<file path="src/rtl/pcb_ram.sv">
module pcb_ram #(
    parameter int WIDTH = 8,
    parameter int DEPTH = 16
) (
    input  logic                     clk,
    input  logic                     we,
    input  logic [$clog2(DEPTH)-1:0] addr,
    input  logic [WIDTH-1:0]         wdata,
    output logic [WIDTH-1:0]         rdata
);

    logic [WIDTH-1:0] mem [DEPTH];

    always_ff @(posedge clk)
    begin
        if (we)
        begin
            mem[addr] <= wdata;
        end
        rdata <= mem[addr];
    end

endmodule

</file>
<file path="config.mk">
export PLATFORM = sky130hd
export DESIGN_NAME = pcb_ram
export DESIGN_NICKNAME = d
export VERILOG_FILES = /design/src/rtl/pcb_ram.sv
export SDC_FILE = /design/constraint.sdc
export NUM_CORES = 1
export LEC_CHECK = 0
export CORE_MARGIN = 5
export CORE_UTILIZATION = 55
export CTS_CLUSTER_SIZE = 25
export DETAILED_ROUTE_END_ITERATION = 10
export DONT_BUFFER_PORTS = 1
export PLACE_DENSITY_LB_ADDON = 0.25
export SLEW_MARGIN = 10
export SYNTH_ARGS = -nofsm -noshare
export SYNTH_HDL_FRONTEND = slang
export SYNTH_SLANG_ARGS = --single-unit
</file>
<file path="constraint.sdc">
create_clock -name clk -period 1.6 [get_ports clk]
set_input_delay 0.08 -clock clk [delete_from_list [all_inputs] [get_ports clk]]
set_output_delay 0.08 -clock clk [all_outputs]
set_load 0.005 [all_outputs]
</file>
==> impl_metrics.json <==
{
  "cts_sinks": 136,
  "fin_worst_skew_ps": 4.50,
  "synth_top_cell_area_share": 0.759,
  "power_density_mw_per_mm2": 1400,
  "internal_power_mw": 6.97,
  "numCtsBuffers": 17,
  "tns_ps": 0,
  "synthTopCellsByArea": "edfxtp_1 76%, mux4_2 14%, dfxtp_1 3.2%",
  "worst-setup-path-type": "in -> reg",
  "hold_viol": 8,
  "worstSetupEndpointType": "flop",
  "area_delta_synth_final_pct": 20.9,
  "wl_per_cell_um": 24.0,
  "synth_edf_count": 128,
  "grt_pass1_wl_um": 15400,
  "ant_nets": 0,
  "start_kind": "primary input",
  "fp.dieW_um": 106,
  "drive_gt1_frac": 0.292,
  "ctsHoldBuffers": 16,
  "cts-resized-gates": 0,
  "ys_seq_area_frac": 0.790,
  "tritoncts": "built",
  "clk_latency_ps": 520,
  "slowest_stage": "dlygate4sd3_1",
  "post_cts_buffers": 0,
  "syn_avg_cell_area_um2": 22.0,
  "hold_class": "in -> reg",
  "clock.fmax_ghz": 0.687,
  "period_minus_slack_ps": 1450,
  "final_util": 0.672,
  "cts_root_buf": "clkbuf_8",
  "drtPass1Iterations": 4,
  "track_usage": 0.192,
  "combPwrFrac": 0.036,
  "overflow": 0,
  "async_flop_share": 0,
  "maxCapViolations": 0,
  "ys_warn_count": 0,
  "synth_cell_types": 18,
  "yosysTopAreaCell": "edfxtp_1",
  "grt_pass1_vias": 2585,
  "p_sw_mw": 1.59,
  "p_leak_nw": 2.04,
  "grt_antenna_before_repair": 0,
  "path_buf_inv": 3,
  "cp_common_cell": "dlygate4sd3_1",
  "violations": "negative hold slack",
  "fill_cells": 577,
  "synth_top_cells_by_count": "128 x edfxtp_1, 32 x mux4_2, 16 x a22oi_1",
  "drtIter0Drc": 141,
  "cp_max_fo": 8,
  "dp_hpwl_um": 5760,
  "die_h_um": 106,
  "seq_area_mm2": 0.00400,
  "synth_most_common_cell": "edfxtp_1",
  "whs_ps": -72.3,
  "vdd_drop_max_mv": 0.623,
  "cp_top_family": "buffers and inverters",
  "viasPerCell": 6.05,
  "swShare": 0.185,
  "coreArea_mm2": 0.00911,
  "cp_slowest_stage_delay_ps": 570,
  "worstMarginPinSlew_ps": 599,
  "synth_flop_cell": "edfxtp_1",
  "syn_nets": 244,
  "vias": 2419,
  "crit_arrival_ps": 1680,
  "clkPwrFrac": 0.494,
  "drc": 0,
  "numPortBuffers": 0,
  "crit_chain": "dlygate4sd3_1, nand3b_1, nor3_1, dlygate4sd3_1, buf_4",
  "grt_setup_unrepaired": "no",
  "num_rows": 35,
  "maxSlewHeadroom": 0.600,
  "syn-instance-count": 230,
  "clock_path_buffers": 2,
  "status": "finished with violations",
  "fin_crit_sh": 0.909,
  "nets": 289,
  "wirelength_um": 9600,
  "ioPinCount": 22,
  "htreeDepth": 4,
  "netlist_area_mm2": 0.00507,
  "multi_input_area_mm2": 0.00100,
  "report.final.slew_viol_count": 0,
  "place.gp.congestion": 0.713,
  "cts.clk_slew.worst_paths_ps": 60,
  "ys_seq_elements": 136,
  "start_util": 0.556,
  "setup_violations": 0,
  "grt_max_degree": 40,
  "cp.required_ps": 1820,
  "dieArea_mm2": 0.0112,
  "seqPwrFrac": 0.469
}
==> layout by cell type (no fill, tap or decap) <==
cell,synthesis,final
edfxtp_1,128,128
mux4_2,32,32
buf_4,0,21
a22oi_1,16,16
clkbuf_16,0,16
dlygate4sd3_1,0,15
nor2_1,13,13
nand2_1,9,9
dfxtp_1,8,8
bufinv_16,0,6
nor3_1,4,4
nor2b_1,2,2
nand3b_1,2,2
nand2b_1,2,2
clkbuf_1,2,2
clkinvlp_4,0,2
clkinv_2,0,2
clkinv_4,0,2
diode_2,0,1
and2_1,1,1
nand3_1,1,1
or3b_2,1,1
clkbuf_8,0,1
clkinv_1,0,1
buf_12,0,1
==> per-layer routing <==
layer / GRT usage / vias to the layer above / share of wire
li1: - / 1058 / -
met1: 0.244 / 1248 / 0.40
met2: 0.311 / 91 / 0.51
met3: 0.0559 / 22 / 0.070
met4: 0.0814 / 0 / 0.023
met5: 0 / - / 0
==> final timing paths <==
kind | depth (start not counted) | startpoint | slack (ps) | end
setup reg to reg | 3 | mem[0][7] | 240 | rdata[7]
hold reg to reg | 3 | mem[14][0] | 690 | rdata[0]
hold / removal | 3 | addr[0] | -70 | rdata[1]
setup / recovery | 5 | we | 150 | mem[8][7]
==> power by group through the flow <==
stage | registers [mW] | clock network (mW) | logic (mW)
after CTS | 4.02 | 4.27 | 0.315
after detailed placement | 4.09 | 0 | 0.221
after global routing | 4.03 | 4.46 | 0.337
after floorplan | 4.08 | 0 | 0.205
after global placement | 4.09 | 0 | 0.222
final | 4.02 | 4.23 | 0.312
==> sequential cells by signal, summed over array words and instances (netlist names) <==
name	cells
mem	128
rdata	8
==> through the flow <==
stage	cell area [um2]	setup slack, ps	instances	power (mW)
after CTS	6120	174	399	8.61
final	6120	145	400	8.56
after floorplan	5070	27.0	230	4.28
after global placement	5300	260	351	4.31
after detailed placement	5300	260	351	4.32
after global routing	6120	95.5	399	8.83
==> cell families (layout without fill, tap and decap cells) <==
group	count (synthesis)	in the layout	synth area share
multiplexers	32	32	0.142
other	0	1	0
buffers and inverters	11	69	0.0119
flip-flops	136	136	0.790
AND/OR/NAND/NOR	35	35	0.0321
AO/OA/AOI/OAI	16	16	0.0237
==> tightest hold or removal path: stages <==
cell and delay, ps:
mux4_2 210, a22oi_1 60, nand2_1 60
==> cell type report <==
cell class,count,area share
Antenna cell,1,0.000409
Clock buffer,19,0.0688
Tap cell,111,0.0227
Sequential cell,136,0.654
Multi-Input combinational cell,83,0.164
Clock inverter,13,0.0370
Timing Repair Buffer,37,0.0535
(Power assumes the default switching activity.)
